$ cat config.mk
export PLATFORM = sky130hd
export DESIGN_NAME = reciprocal_frequency_counter_top
export DESIGN_NICKNAME = d
export VERILOG_FILES = /design/src/hdl/rfc_pkg.sv /design/src/hdl/rfc_mul.sv /design/src/hdl/rfc_calc.sv /design/src/hdl/reciprocal_frequency_counter_top.sv
export SDC_FILE = /design/constraint.sdc
export NUM_CORES = 1
export LEC_CHECK = 0
export BUFFER_PORTS_ARGS = -buffer_cell sky130_fd_sc_hd__buf_2
export CAP_MARGIN = 20
export CORE_UTILIZATION = 45
export DETAILED_ROUTE_END_ITERATION = 16
export SLEW_MARGIN = 40
export SYNTH_ARGS = -nofsm -noshare
export SYNTH_HDL_FRONTEND = slang
export SYNTH_SLANG_ARGS = --single-unit
$ cat constraint.sdc
create_clock -name clock -period 8.08 [get_ports clock]
set_input_delay 0.808 -clock clock [delete_from_list [all_inputs] [get_ports clock]]
set_output_delay 0.808 -clock clock [all_outputs]
set_load 0.005 [all_outputs]
$ cat src/hdl/rfc_pkg.sv
package rfc_pkg;

   localparam int FUNC_W     = 2;
   localparam int STAT_W     = 2;
   localparam int EDGE_W     = 8;
   localparam int REF_W      = 16;
   localparam int SLOW_W     = 8;
   localparam int PHASE_W    = 8;
   localparam int LIMIT_W    = 7;
   localparam int FREQ_W     = 16;
   localparam int CSR_ADDR_W = 1;
   localparam int CSR_DATA_W = 16;

   localparam logic [FUNC_W-1:0] FUNC_CAPTURE = 2'd0;
   localparam logic [FUNC_W-1:0] FUNC_TIMEOUT = 2'd1;
   localparam logic [FUNC_W-1:0] FUNC_TICK    = 2'd2;

   localparam logic [STAT_W-1:0] STAT_STARTED   = 2'd0;
   localparam logic [STAT_W-1:0] STAT_RESTARTED = 2'd1;
   localparam logic [STAT_W-1:0] STAT_MEASURED  = 2'd2;
   localparam logic [STAT_W-1:0] STAT_DIV_ZERO  = 2'd3;

   localparam logic [CSR_ADDR_W-1:0] CSR_MIN_REF     = 1'd0;
   localparam logic [CSR_ADDR_W-1:0] CSR_PHASE_LIMIT = 1'd1;

   localparam logic [REF_W-1:0]   MIN_REF_RESET     = 16'd4000;
   localparam logic [LIMIT_W-1:0] PHASE_LIMIT_RESET = 7'd20;

   // request tdata layout
   localparam int REQ_DATA_W    = 40;
   localparam int REQ_SIG_LSB   = 0;
   localparam int REQ_REF_LSB   = 8;
   localparam int REQ_LEVEL_BIT = 24;
   localparam int REQ_OVF_BIT   = 25;
   localparam int REQ_SLOW_LSB  = 26;

   // response tdata layout
   localparam int RSP_DATA_W    = 56;
   localparam int RSP_EDGES_LSB = 0;
   localparam int RSP_PHASE_LSB = 24;
   localparam int RSP_FREQ_LSB  = 32;
   localparam int RSP_SAT_BIT   = 48;

   typedef struct packed {
      logic              done;
      logic              div_zero;
      logic              sat;
      logic [FREQ_W-1:0] freq;
   } calc_res_type;

endpackage

$ cat src/hdl/rfc_mul.sv
module rfc_mul #(
   parameter int A_W = 24,
   parameter int B_W = 17
) (
   input  logic             clock,
   input  logic [A_W-1:0]   op_a,
   input  logic [B_W-1:0]   op_b,
   output logic [A_W+B_W-1:0] product
);

   logic [A_W+B_W-1:0] prod_ff;

   always_ff @(posedge clock) begin
      prod_ff <= (A_W+B_W)'(op_a) * (A_W+B_W)'(op_b);
   end

   assign product = prod_ff;

endmodule

$ cat src/hdl/rfc_calc.sv
module rfc_calc #(
   parameter int REF_SCALE = 256
) (
   input  logic                         clock,
   input  logic                         reset,
   input  logic                         start,
   input  logic [rfc_pkg::EDGE_W-1:0]   edges,
   input  logic [rfc_pkg::REF_W-1:0]    refs,
   input  logic [rfc_pkg::SLOW_W-1:0]   slow_delta,
   input  logic [rfc_pkg::REF_W-1:0]    ref_cal,
   output rfc_pkg::calc_res_type        res
);

   import rfc_pkg::*;

   localparam int SCALE_W = $clog2(REF_SCALE + 1);
   localparam int A_W     = REF_W + EDGE_W;
   localparam int B_W     = (SCALE_W > SLOW_W) ? SCALE_W : SLOW_W;
   localparam int P_W     = A_W + B_W;
   localparam int DIV_W   = REF_W + SLOW_W;
   localparam int NUM_W   = A_W + SCALE_W + 1;
   localparam int CNT_W   = $clog2(NUM_W);

   typedef enum logic [2:0] {
      C_IDLE,
      C_MUL_EDGE,
      C_MUL_SCALE,
      C_MUL_DIV,
      C_LOAD,
      C_DIV,
      C_FIN
   } calc_state_type;

   calc_state_type      state_ff, state_in;
   logic [EDGE_W-1:0]   edges_ff, edges_in;
   logic [REF_W-1:0]    refs_ff, refs_in;
   logic [SLOW_W-1:0]   slow_ff, slow_in;
   logic [REF_W-1:0]    cal_ff, cal_in;
   logic [NUM_W-1:0]    num_ff, num_in;
   logic [NUM_W-1:0]    nq_ff, nq_in;
   logic [DIV_W-1:0]    div_ff, div_in;
   logic [DIV_W-1:0]    rem_ff, rem_in;
   logic [CNT_W-1:0]    cnt_ff, cnt_in;
   logic                done_ff, done_in;
   logic                zero_ff, zero_in;
   logic                sat_ff, sat_in;
   logic [FREQ_W-1:0]   freq_ff, freq_in;

   logic [A_W-1:0]      mul_a;
   logic [B_W-1:0]      mul_b;
   logic [P_W-1:0]      prod;
   logic [DIV_W:0]      rem_sh;
   logic [DIV_W:0]      rem_diff;
   logic                rem_ge;
   logic                q_over;

   rfc_mul #(
      .A_W (A_W),
      .B_W (B_W)
   ) u_mul (
      .clock   (clock),
      .op_a    (mul_a),
      .op_b    (mul_b),
      .product (prod)
   );

   // operand select for the shared multiplier
   always_comb begin
      case (state_ff)
         C_MUL_EDGE: begin
            mul_a = A_W'(cal_ff);
            mul_b = B_W'(edges_ff);
         end
         C_MUL_SCALE: begin
            mul_a = prod[A_W-1:0];
            mul_b = B_W'(REF_SCALE);
         end
         C_MUL_DIV: begin
            mul_a = A_W'(refs_ff);
            mul_b = B_W'(slow_ff);
         end
         default: begin
            mul_a = '0;
            mul_b = '0;
         end
      endcase
   end

   // restoring divider step
   assign rem_sh   = {rem_ff, nq_ff[NUM_W-1]};
   assign rem_diff = rem_sh - {1'b0, div_ff};
   assign rem_ge   = (rem_sh >= {1'b0, div_ff});
   assign q_over   = |nq_ff[NUM_W-1:FREQ_W];

   always_comb begin
      state_in = state_ff;
      edges_in = edges_ff;
      refs_in  = refs_ff;
      slow_in  = slow_ff;
      cal_in   = cal_ff;
      num_in   = num_ff;
      nq_in    = nq_ff;
      div_in   = div_ff;
      rem_in   = rem_ff;
      cnt_in   = cnt_ff;
      done_in  = 1'b0;
      zero_in  = zero_ff;
      sat_in   = sat_ff;
      freq_in  = freq_ff;
      case (state_ff)
         C_IDLE: begin
            if (start) begin
               edges_in = edges;
               refs_in  = refs;
               slow_in  = slow_delta;
               cal_in   = ref_cal;
               state_in = C_MUL_EDGE;
            end
         end
         C_MUL_EDGE: begin
            state_in = C_MUL_SCALE;
         end
         C_MUL_SCALE: begin
            state_in = C_MUL_DIV;
         end
         C_MUL_DIV: begin
            num_in   = NUM_W'(prod);
            state_in = C_LOAD;
         end
         C_LOAD: begin
            div_in = prod[DIV_W-1:0];
            rem_in = '0;
            cnt_in = '0;
            if (prod[DIV_W-1:0] == '0) begin
               zero_in  = 1'b1;
               sat_in   = 1'b0;
               freq_in  = '0;
               done_in  = 1'b1;
               state_in = C_IDLE;
            end else begin
               // rounding term: half the divisor
               nq_in    = num_ff + NUM_W'(prod[DIV_W-1:1]);
               zero_in  = 1'b0;
               state_in = C_DIV;
            end
         end
         C_DIV: begin
            rem_in = rem_ge ? rem_diff[DIV_W-1:0] : rem_sh[DIV_W-1:0];
            nq_in  = {nq_ff[NUM_W-2:0], rem_ge};
            cnt_in = cnt_ff + 1'b1;
            if (cnt_ff == CNT_W'(NUM_W - 1)) begin
               state_in = C_FIN;
            end
         end
         C_FIN: begin
            sat_in   = q_over;
            freq_in  = q_over ? '1 : nq_ff[FREQ_W-1:0];
            done_in  = 1'b1;
            state_in = C_IDLE;
         end
         default: begin
            state_in = C_IDLE;
         end
      endcase
   end

   always_ff @(posedge clock) begin
      if (reset) begin
         state_ff <= C_IDLE;
         done_ff  <= 1'b0;
      end else begin
         state_ff <= state_in;
         done_ff  <= done_in;
      end
      edges_ff <= edges_in;
      refs_ff  <= refs_in;
      slow_ff  <= slow_in;
      cal_ff   <= cal_in;
      num_ff   <= num_in;
      nq_ff    <= nq_in;
      div_ff   <= div_in;
      rem_ff   <= rem_in;
      cnt_ff   <= cnt_in;
      zero_ff  <= zero_in;
      sat_ff   <= sat_in;
      freq_ff  <= freq_in;
   end

   assign res.done     = done_ff;
   assign res.div_zero = zero_ff;
   assign res.sat      = sat_ff;
   assign res.freq     = freq_ff;

endmodule

$ cat src/hdl/reciprocal_frequency_counter_top.sv
// Reciprocal frequency counter with quadrature direction tracking. Each request transfer
// carries a kind in req_tuser: signal capture, measurement timeout or reference calibration
// tick. Timeouts and ticks leave the block idle; a capture that starts or restarts a window
// skips the calculator; its response is offered once the output register is free. A capture
// that completes a window computes the rounded frequency on one shared multiplier followed by
// a restoring divider that retires one quotient bit per cycle, so the block holds req_tready
// low until the response is offered and the next request is taken. A waiting response does
// not block requests that produce none. Configuration writes take effect at once and are
// meant for idle periods.
module reciprocal_frequency_counter_top #(
   parameter int REF_SCALE = 256
) (
   input  logic                               clock,
   input  logic                               reset,
   input  logic                               req_tvalid,
   output logic                               req_tready,
   // sig_count, ref_capture, quadrature_level, sig_overflow, slow_count, zero pad
   input  logic [rfc_pkg::REQ_DATA_W-1:0]     req_tdata,
   // func
   input  logic [rfc_pkg::FUNC_W-1:0]         req_tuser,
   output logic                               rsp_tvalid,
   input  logic                               rsp_tready,
   // signal_edges, reference_counts, phase_count, frequency, freq_saturated, zero pad
   output logic [rfc_pkg::RSP_DATA_W-1:0]     rsp_tdata,
   // status
   output logic [rfc_pkg::STAT_W-1:0]         rsp_tuser,
   input  logic                               csr_wr_en,
   input  logic [rfc_pkg::CSR_ADDR_W-1:0]     csr_index,
   input  logic [rfc_pkg::CSR_DATA_W-1:0]     csr_wdata
);

   import rfc_pkg::*;

   typedef enum logic [1:0] {
      ST_IDLE,
      ST_LAUNCH,
      ST_CALC,
      ST_EMIT
   } top_state_type;

   top_state_type              state_ff, state_in;
   logic [REF_W-1:0]           min_ref_ff, min_ref_in;
   logic [LIMIT_W-1:0]         limit_ff, limit_in;
   logic                       running_ff, running_in;
   logic signed [PHASE_W-1:0]  phase_ff, phase_in;
   logic [EDGE_W-1:0]          sig_start_ff, sig_start_in;
   logic [REF_W-1:0]           ref_start_ff, ref_start_in;
   logic                       gate_ff, gate_in;
   logic [SLOW_W-1:0]          last_slow_ff, last_slow_in;
   logic [REF_W-1:0]           last_ref_ff, last_ref_in;
   logic [SLOW_W-1:0]          slow_delta_ff, slow_delta_in;
   logic [REF_W-1:0]           cal_ff, cal_in;
   logic [STAT_W-1:0]          pend_stat_ff, pend_stat_in;
   logic [EDGE_W-1:0]          pend_edges_ff, pend_edges_in;
   logic [REF_W-1:0]           pend_refs_ff, pend_refs_in;
   logic [PHASE_W-1:0]         pend_phase_ff, pend_phase_in;
   logic                       rsp_valid_ff, rsp_valid_in;
   logic [RSP_DATA_W-1:0]      rsp_data_ff, rsp_data_in;
   logic [STAT_W-1:0]          rsp_user_ff, rsp_user_in;

   logic                       req_xfer;
   logic [EDGE_W-1:0]          in_sig;
   logic [REF_W-1:0]           in_ref;
   logic                       in_level;
   logic                       in_ovf;
   logic [SLOW_W-1:0]          in_slow;
   logic [EDGE_W-1:0]          edges_now;
   logic [REF_W-1:0]           refs_now;
   logic                       gate_pass;
   logic signed [PHASE_W-1:0]  lim;
   logic signed [PHASE_W-1:0]  phase_step;
   logic                       out_free;
   logic                       measured;
   logic [STAT_W-1:0]          emit_stat;
   logic [FREQ_W-1:0]          emit_freq;
   logic                       emit_sat;
   calc_res_type               calc_res;

   assign req_tready = (state_ff == ST_IDLE);
   assign req_xfer   = req_tvalid && req_tready;

   assign in_sig   = req_tdata[REQ_SIG_LSB +: EDGE_W];
   assign in_ref   = req_tdata[REQ_REF_LSB +: REF_W];
   assign in_level = req_tdata[REQ_LEVEL_BIT];
   assign in_ovf   = req_tdata[REQ_OVF_BIT];
   assign in_slow  = req_tdata[REQ_SLOW_LSB +: SLOW_W];

   assign edges_now = in_sig - sig_start_ff;
   assign refs_now  = in_ref - ref_start_ff;
   assign gate_pass = gate_ff || (refs_now >= min_ref_ff);

   // saturating direction count
   assign lim = signed'({1'b0, limit_ff});
   always_comb begin
      phase_step = phase_ff;
      if (in_level) begin
         if (phase_ff < lim) begin
            phase_step = phase_ff + 8'sd1;
         end
      end else begin
         if (phase_ff > -lim) begin
            phase_step = phase_ff - 8'sd1;
         end
      end
   end

   rfc_calc #(
      .REF_SCALE (REF_SCALE)
   ) u_calc (
      .clock      (clock),
      .reset      (reset),
      .start      (state_ff == ST_LAUNCH),
      .edges      (pend_edges_ff),
      .refs       (pend_refs_ff),
      .slow_delta (slow_delta_ff),
      .ref_cal    (cal_ff),
      .res        (calc_res)
   );

   assign out_free  = !rsp_valid_ff || rsp_tready;
   assign measured  = (pend_stat_ff == STAT_MEASURED);
   assign emit_stat = (measured && calc_res.div_zero) ? STAT_DIV_ZERO : pend_stat_ff;
   assign emit_freq = measured ? calc_res.freq : '0;
   assign emit_sat  = measured && calc_res.sat;

   always_comb begin
      state_in      = state_ff;
      min_ref_in    = min_ref_ff;
      limit_in      = limit_ff;
      running_in    = running_ff;
      phase_in      = phase_ff;
      sig_start_in  = sig_start_ff;
      ref_start_in  = ref_start_ff;
      gate_in       = gate_ff;
      last_slow_in  = last_slow_ff;
      last_ref_in   = last_ref_ff;
      slow_delta_in = slow_delta_ff;
      cal_in        = cal_ff;
      pend_stat_in  = pend_stat_ff;
      pend_edges_in = pend_edges_ff;
      pend_refs_in  = pend_refs_ff;
      pend_phase_in = pend_phase_ff;
      rsp_valid_in  = rsp_valid_ff;
      rsp_data_in   = rsp_data_ff;
      rsp_user_in   = rsp_user_ff;

      if (csr_wr_en) begin
         case (csr_index)
            CSR_MIN_REF:     min_ref_in = csr_wdata[REF_W-1:0];
            CSR_PHASE_LIMIT: limit_in   = csr_wdata[LIMIT_W-1:0];
            default: ;
         endcase
      end

      if (rsp_valid_ff && rsp_tready) begin
         rsp_valid_in = 1'b0;
      end

      case (state_ff)
         ST_IDLE: begin
            if (req_xfer) begin
               case (req_tuser)
                  FUNC_TIMEOUT: begin
                     running_in = 1'b0;
                     phase_in   = '0;
                     gate_in    = 1'b1;
                  end
                  FUNC_TICK: begin
                     slow_delta_in = in_slow - last_slow_ff;
                     last_slow_in  = in_slow;
                     cal_in        = in_ref - last_ref_ff;
                     last_ref_in   = in_ref;
                  end
                  FUNC_CAPTURE: begin
                     if (gate_pass) begin
                        phase_in      = phase_step;
                        pend_phase_in = phase_step;
                        sig_start_in  = in_sig;
                        ref_start_in  = in_ref;
                        gate_in       = 1'b0;
                        running_in    = 1'b1;
                        pend_edges_in = '0;
                        pend_refs_in  = '0;
                        if (!running_ff) begin
                           pend_stat_in = STAT_STARTED;
                           state_in     = ST_EMIT;
                        end else if (in_ovf) begin
                           pend_stat_in = STAT_RESTARTED;
                           state_in     = ST_EMIT;
                        end else begin
                           pend_stat_in  = STAT_MEASURED;
                           pend_edges_in = edges_now;
                           pend_refs_in  = refs_now;
                           state_in      = ST_LAUNCH;
                        end
                     end
                  end
                  default: ;
               endcase
            end
         end
         ST_LAUNCH: begin
            state_in = ST_CALC;
         end
         ST_CALC: begin
            if (calc_res.done) begin
               state_in = ST_EMIT;
            end
         end
         ST_EMIT: begin
            if (out_free) begin
               rsp_valid_in = 1'b1;
               rsp_user_in  = emit_stat;
               rsp_data_in  = RSP_DATA_W'({emit_sat, emit_freq, pend_phase_ff,
                                           pend_refs_ff, pend_edges_ff});
               state_in     = ST_IDLE;
            end
         end
         default: begin
            state_in = ST_IDLE;
         end
      endcase
   end

   always_ff @(posedge clock) begin
      if (reset) begin
         state_ff      <= ST_IDLE;
         min_ref_ff    <= MIN_REF_RESET;
         limit_ff      <= PHASE_LIMIT_RESET;
         running_ff    <= 1'b0;
         phase_ff      <= '0;
         sig_start_ff  <= '0;
         ref_start_ff  <= '0;
         gate_ff       <= 1'b1;
         last_slow_ff  <= '0;
         last_ref_ff   <= '0;
         slow_delta_ff <= '0;
         cal_ff        <= '0;
         rsp_valid_ff  <= 1'b0;
      end else begin
         state_ff      <= state_in;
         min_ref_ff    <= min_ref_in;
         limit_ff      <= limit_in;
         running_ff    <= running_in;
         phase_ff      <= phase_in;
         sig_start_ff  <= sig_start_in;
         ref_start_ff  <= ref_start_in;
         gate_ff       <= gate_in;
         last_slow_ff  <= last_slow_in;
         last_ref_ff   <= last_ref_in;
         slow_delta_ff <= slow_delta_in;
         cal_ff        <= cal_in;
         rsp_valid_ff  <= rsp_valid_in;
      end
      pend_stat_ff  <= pend_stat_in;
      pend_edges_ff <= pend_edges_in;
      pend_refs_ff  <= pend_refs_in;
      pend_phase_ff <= pend_phase_in;
      rsp_data_ff   <= rsp_data_in;
      rsp_user_ff   <= rsp_user_in;
   end

   assign rsp_tvalid = rsp_valid_ff;
   assign rsp_tdata  = rsp_data_ff;
   assign rsp_tuser  = rsp_user_ff;

endmodule

==> results of run 1 <==
## flip-flops by register name (all words and copies together), names as in the netlist, 16 cells and up
signal,cells
cal_ff,16
last_ref_ff,16
min_ref_ff,16
pend_refs_ff,16
ref_start_ff,16
rsp_tdata,49
u_calc.cal_ff,16
u_calc.div_ff,24
u_calc.freq_ff,16
u_calc.nq_ff,34
u_calc.num_ff,33
u_calc.refs_ff,16
u_calc.rem_ff,24
u_calc.u_mul.product,33
## final timing paths
path	from	end	slack (ns)	cells past startpoint
max	u_calc.state_ff[0]	u_calc.u_mul.product[32]	1.48	19
min	u_calc.u_mul.product[24]	u_calc.num_ff[24]	0.40	0
max reg2reg	u_calc.state_ff[0]	u_calc.u_mul.product[32]	1.48	19
min reg2reg	u_calc.u_mul.product[24]	u_calc.num_ff[24]	0.40	0
## power breakdown
part / switching [mW] / internal [mW] / total (mW)
clock network: 0.863 / 1.31 / 2.17
logic: 1.51 / 0.994 / 2.50
registers: 0.186 / 2.61 / 2.80
total: 2.56 / 4.91 / 7.47
## through the flow
stage	worst slack (ns)	hold slack, ns
global placement	1.408	0.3911
finish	1.476	0.4024
detailed placement	1.565	0.3887
CTS	1.513	0.4031
floorplan	1.737	0.3855
global route	1.117	0.4082
## final cells by class
class                           instances  area, µm²  area share
Timing Repair Buffer                  131      710.7     0.02370
Tap cell                              773      967.2     0.03225
Clock buffer                           68       1368     0.04561
Sequential cell                       417      11070      0.3692
Inverter                              328       1232     0.04110
Multi-Input combinational cell       1924      14420      0.4809
Clock inverter                         18      216.5    0.007219
## placed cells by master, fill, tap and decap left out, types with 16 or more instances in the layout
cell type  Yosys  final
o211ai_1      27     27
inv_1        325    325
dfxtp_1      145    145
conb_1         2     71
buf_4         11     22
o21ai_1       23     23
edfxtp_1     272    272
fa_1         161    161
clkbuf_16      0     49
and2_1        62     62
nand4_1       17     17
xor2_1        41     41
mux2_2        21     21
nor2_1       217    213
a31oi_1       20     20
nand2_1      304    302
a21oi_1      176    176
nor2b_1       30     27
ha_1         183    183
a211oi_1      20     20
xnor2_1       62     62
nand2b_1      26     26
buf_2          5    109
o21ai_0       64     64
nor3_1        54     53
nand3_1       63     63
and3_1        21     21
or3_1         16     16
a21o_1        65     65
o21a_1        23     23
mux2i_1       35     35
## cells by family after synthesis
family                   Yosys count  share of synthesized area
buffers and inverters            419                    0.06099
AND/OR/NAND/NOR                  862                     0.1491
XOR/XNOR                         103                    0.03365
flip-flops                       417                     0.4129
adder cells (fa/ha/maj)          344                     0.2056
other                              2                  0.0002801
multiplexers                      56                    0.02189
AO/OA/AOI/OAI                    488                     0.1155
## critical path: stages (launching register included)
cell and delay (ns):
dfxtp_1 0.59, nor2b_1 0.65, nand2_1 0.60, or2_2 0.47, fa_1 0.49, fa_1 0.54, inv_1 0.05, fa_1 0.52
inv_1 0.05, fa_1 0.52, inv_1 0.04, ha_1 0.33, o21a_1 0.13, o31a_1 0.14, o21ai_1 0.23, a21boi_1 0.17
o21ai_1 0.17, o211ai_1 0.20, a2111o_1 0.46, o211a_1 0.14
## layer usage
layer  track usage  share of wire
met1        0.2614           0.45
met2        0.3493           0.48
met3       0.02429          0.032
met5             0              0
met4       0.07106          0.030
==> impl_metrics.env, run 1 <==
export IMPL_hold_viol_final=0
export IMPL_max_cap_viol_count=0
export IMPL_first_pass_iters=7
export IMPL_drive_above_1_share=0.09009
export IMPL_syn_area_mm2=0.02681
export IMPL_post_drt_via_cell_ratio=5.202
export IMPL_worst_setup_path_end_kind="flop"
export IMPL_final_design_area_no_fill_mm2=0.02999
export IMPL_clock_latency_ns=0.59
export IMPL_start_kind="flop"
export IMPL_clock_path_buffers=3
export IMPL_crit_required_ns=8.55
export IMPL_grt_pass1_vias=19210
export IMPL_grt_total_usage=0.2027
export IMPL_cts_htree_levels=2
export IMPL_dieWidth_um=246.1
export IMPL_min_period_ns=6.604
export IMPL_timing_final_crit_share=0.8174
export IMPL_synth_top_area_cell="edfxtp_1"
export IMPL_vias=19030
export IMPL_cts_tree="done"
export IMPL_cts_sinks=417
export IMPL_cp_arrival_ns=7.07
export IMPL_slew_headroom=0.3987
export IMPL_wire_per_inst_um=16.42
export IMPL_finalSetupViolCount=0
export IMPL_ys_warn_count=0
export IMPL_placementRows=89
export IMPL_ctsResizeCount=0
export IMPL_nFillCells=5362
export IMPL_synth_cell_type_count=78
export IMPL_total_leakage_power_nw=12.75
export IMPL_cts_made_buffers=47
export IMPL_drt_total_wl_um=60090
export IMPL_stdcell_count=3659
export IMPL_synth_async_sr_flop_share=0
export IMPL_dp_cells=3573
export IMPL_seq_area_frac_synth=0.4129
export IMPL_peakVddDrop_uv=154.6
export IMPL_core_area_mm2=0.05891
export IMPL_hp_class="flop to flop"
export IMPL_io_buffers=110
export IMPL_diodes=0
export IMPL_ant_nets=0
export IMPL_p_per_area_mw_per_mm2=249.1
export IMPL_root_buffer="clkbuf_16"
export IMPL_drc=0
export IMPL_clk_pin_slew_ns=0.06
export IMPL_synth_area_top_cells="edfxtp_1, fa_1, dfxtp_1"
export IMPL_num_io_pins=124
export IMPL_fin_skew_ns=0.03007
export IMPL_ys_ff_latch=417
export IMPL_dieArea_mm2=0.06056
export IMPL_synth_commonest_cells="inv_1, nand2_1, edfxtp_1"
export IMPL_utilization=0.5090
export IMPL_drt_iter0_drc=1065
export IMPL_synth_most_common_cell="inv_1"
export IMPL_post_cts_setup_buffers=0
export IMPL_status="finished, final reports clean"
export IMPL_tightest_slew_ns=0.8937
export IMPL_overflow=0
export IMPL_fin_setup_tns_ns=0
export IMPL_area_growth_syn_to_layout_pct=11.84
export IMPL_grt_max_degree=75
export IMPL_slew_violations=0
export IMPL_critical_path_class="flop to flop"
export IMPL_gp_congestion=0.9031
export IMPL_syn_instance_count=2691
export IMPL_max_freq_mhz=151.4
export IMPL_dominantRegCellSynth="edfxtp_1"
export IMPL_crit_fanout=16
export IMPL_synth_top_area_frac=0.3046
export IMPL_initial_core_util=0.4552
export IMPL_finalPower_mw=7.470
export IMPL_hpwl_um=45740
export IMPL_placed_area_mm2=0.02840
export IMPL_fp_dieH_um=246.1
export IMPL_ctsHoldBuffers=0
export IMPL_antenna_found_initial=1
export IMPL_grt_setup_unrepaired="false"
export IMPL_grt_pass1_wl_um=98130
export IMPL_syn_area_per_cell_um2=9.964
export IMPL_nNetsFinal=3257
export IMPL_synth_edf_count=272
Power figures use the tool's default switching activity.
==> inputs of run 2 (changes only) <==
Settings changed: ABC_AREA set to 1.
Clock period 8.08 ns to 5.5 ns, I/O delays scaled along.
==> run 2 against run 1 <==
Critical path type unchanged; first-iteration DRC count rose by 4.5%; cell count rose by 15%; synthesized cell count rose by 16%; setup slack got worse by 1.3 ns.
==> impl_metrics.env, run 2 <==
export IMPL_ant_nets=0
export IMPL_synth_top_family_by_area="adder cells"
export IMPL_timing_final_crit_share=0.9732
export IMPL_hp_class="input port to flop"
export IMPL_start_kind="flop"
export IMPL_synth_area_top_cells="edfxtp_1, fa_1, dfxtp_1"
export IMPL_antenna_found_initial=5
export IMPL_muxShareOfSynthArea=0
export IMPL_utilization=0.5277
export IMPL_p_per_area_mw_per_mm2=340.0
export IMPL_root_buffer="clkbuf_16"
export IMPL_yosys_area_share_xor_xnor=0.03285
export IMPL_dieWidth_um=249.0
export IMPL_placementRows=90
export IMPL_synth_compound_area_share=0.1032
export IMPL_synth_edf_count=272
export IMPL_ys_ff_latch=417
export IMPL_crit_required_ns=5.97
export IMPL_tightest_slew_ns=0.7766
export IMPL_clock_latency_ns=0.58
export IMPL_ctsHoldBuffers=0
export IMPL_hold_viol_final=0
export IMPL_worst_setup_path_end_kind="flop"
export IMPL_syn_area_mm2=0.02746
export IMPL_dp_cells=4121
export IMPL_stdcell_count=4226
export IMPL_total_leakage_power_nw=14.69
export IMPL_slew_headroom=0.4823
export IMPL_critical_path_class="flop to flop"
export IMPL_dieArea_mm2=0.06201
export IMPL_hpwl_um=55360
export IMPL_synth_most_common_cell="nand2_1"
export IMPL_final_cell_mix="nand2_1, inv_1, nor2_1"
export IMPL_cts_tree="done"
export IMPL_first_pass_iters=5
export IMPL_grt_pass1_wl_um=110900
export IMPL_crit_start="u_calc.state_ff[0]"
export IMPL_synth_simple_area_share=0.1706
export IMPL_final_common_cell="nand2_1"
export IMPL_crit_fanout=6
export IMPL_min_delay_start="csr_wdata[7]"
export IMPL_fin_setup_tns_ns=0
export IMPL_whs_path_depth=3
export IMPL_wire_per_inst_um=16.42
export IMPL_area_growth_syn_to_layout_pct=15.99
export IMPL_syn_area_per_cell_um2=8.778
export IMPL_status="finished, final reports clean"
export IMPL_cts_made_buffers=47
export IMPL_peakVddDrop_uv=223.3
export IMPL_synth_async_sr_flop_share=0
export IMPL_placed_area_mm2=0.02977
export IMPL_reg2reg_depth=26
export IMPL_max_freq_mhz=186.8
export IMPL_synth_top_area_frac=0.2975
export IMPL_overflow=0
export IMPL_seq_area_frac_synth=0.4032
export IMPL_max_cap_viol_count=0
export IMPL_post_drt_via_cell_ratio=4.970
export IMPL_grt_pass1_vias=21120
export IMPL_largest_reg_flops=49
export IMPL_min_period_ns=5.353
export IMPL_synth_adder_area_share=0.2008
export IMPL_clk_pin_slew_ns=0.06
export IMPL_cts_htree_levels=2
export IMPL_nFillCells=5715
export IMPL_cp_arrival_ns=5.82
export IMPL_initial_core_util=0.4549
export IMPL_syn_instance_count=3128
export IMPL_grt_setup_unrepaired="true"
export IMPL_multi_input_area_mm2=0.01449
export IMPL_synth_cell_type_count=54
export IMPL_synth_top_area_cell="edfxtp_1"
export IMPL_slew_violations=0
export IMPL_finalSetupViolCount=0
export IMPL_gp_congestion=0.9024
export IMPL_drive_above_1_share=0.1180
export IMPL_vias=21010
export IMPL_final_seq_area_mm2=0.01108
export IMPL_ys_warn_count=0
export IMPL_final_design_area_no_fill_mm2=0.03185
export IMPL_synth_commonest_cells="nand2_1, inv_1, nor2_1"
export IMPL_fp_dieH_um=249.0
export IMPL_grt_total_usage=0.2245
export IMPL_drc=0
export IMPL_fin_skew_ns=0.01653
export IMPL_grt_max_degree=78
export IMPL_num_io_pins=124
export IMPL_clock_path_buffers=3
export IMPL_nNetsFinal=3812
export IMPL_core_area_mm2=0.06036
export IMPL_rr_startpoint="u_calc.state_ff[0]"
export IMPL_io_buffers=110
export IMPL_drt_iter0_drc=1113
export IMPL_dominantRegCellSynth="edfxtp_1"
export IMPL_cts_sinks=417
export IMPL_drt_total_wl_um=69390
-- run 2: where the power goes --
group          switching (mW)  leakage (nW)  internal, mW  total (mW)
Clock                    1.32         0.799          2.00        3.33
Combinational            2.18          10.3          1.38        3.56
Sequential              0.205          3.64          3.74        3.95
-- run 2: logic make-up after synthesis --
kind of cell / after synthesis
and+or+nand+nor: 1130
buffers and inverters: 627
AOI/OAI and AO/OA: 505
adders and majority gates: 344
xor gates and xnor gates: 103
other: 2
DFF: 417
-- run 2: repair_timing --
action / CTS / global route
endpoints found under the setup margin: 12 / 17
hold endpoints to repair: 0 / 0
pin swaps: 3 / 10
resized for setup: 8 / 56
setup buffers: 3 / 12
gates cloned: 0 / 1
-- run 2: metal layers --
metal  vias to the layer above  part of all wire  GRT usage
met5                         -           0.00014          0
met4                         2             0.036    0.07919
met3                       114             0.036    0.03051
met2                       355              0.49     0.4004
met1                      9912              0.43     0.2772
li1                      10620                 -          -
-- run 2: metrics by stage --
step                total power, mW  hold WS, ns  setup slack (ns)
floorplan                     6.280       0.3855            0.1800
global placement              7.345       0.3913           -0.1428
detailed placement            7.397       0.3971           -0.1858
CTS                           10.77       0.1668           0.02046
global route                  11.51       0.2024          -0.08163
finish                        10.83       0.1954            0.1473
-- run 2: final cells by class --
class | instances | area share
Timing Repair Buffer | 237 | 0.05028
Antenna cell | 3 | 0.0002357
Clock buffer | 58 | 0.03917
Multi-Input combinational cell | 2153 | 0.4551
Inverter | 548 | 0.06470
Clock inverter | 28 | 0.01202
Sequential cell | 417 | 0.3478
Tap cell | 782 | 0.03072
-- run 2: path summary, 6_finish.rpt --
| kind | slack (ns) | to |
|---|---|---|
| worst max register to register | 0.15 | u_calc.u_mul.product[30] |
| worst max-delay path | 0.15 | u_calc.u_mul.product[30] |
| worst min register to register | 0.41 | u_calc.num_ff[27] |
| worst min-delay path | 0.20 | min_ref_ff[7] |
-- run 2: worst max-delay path: stages, from the launching register on --
cell and delay [ns]:
dfxtp_4 0.37, inv_2 0.05, nor2_1 0.14, inv_2 0.08
nor2_4 0.22, buf_4 0.16, buf_4 0.10, a22oi_2 0.09
buf_4 0.16, or2_2 0.31, fa_1 0.49, fa_1 0.55
inv_1 0.05, fa_1 0.53, inv_1 0.05, fa_1 0.52
inv_1 0.07, ha_4 0.29, nand2_1 0.09, nor3b_2 0.19
buf_4 0.14, nand3_1 0.08, nand3_2 0.12, a21o_1 0.16
nand2_1 0.08, nand3_1 0.07, nand2_1 0.07
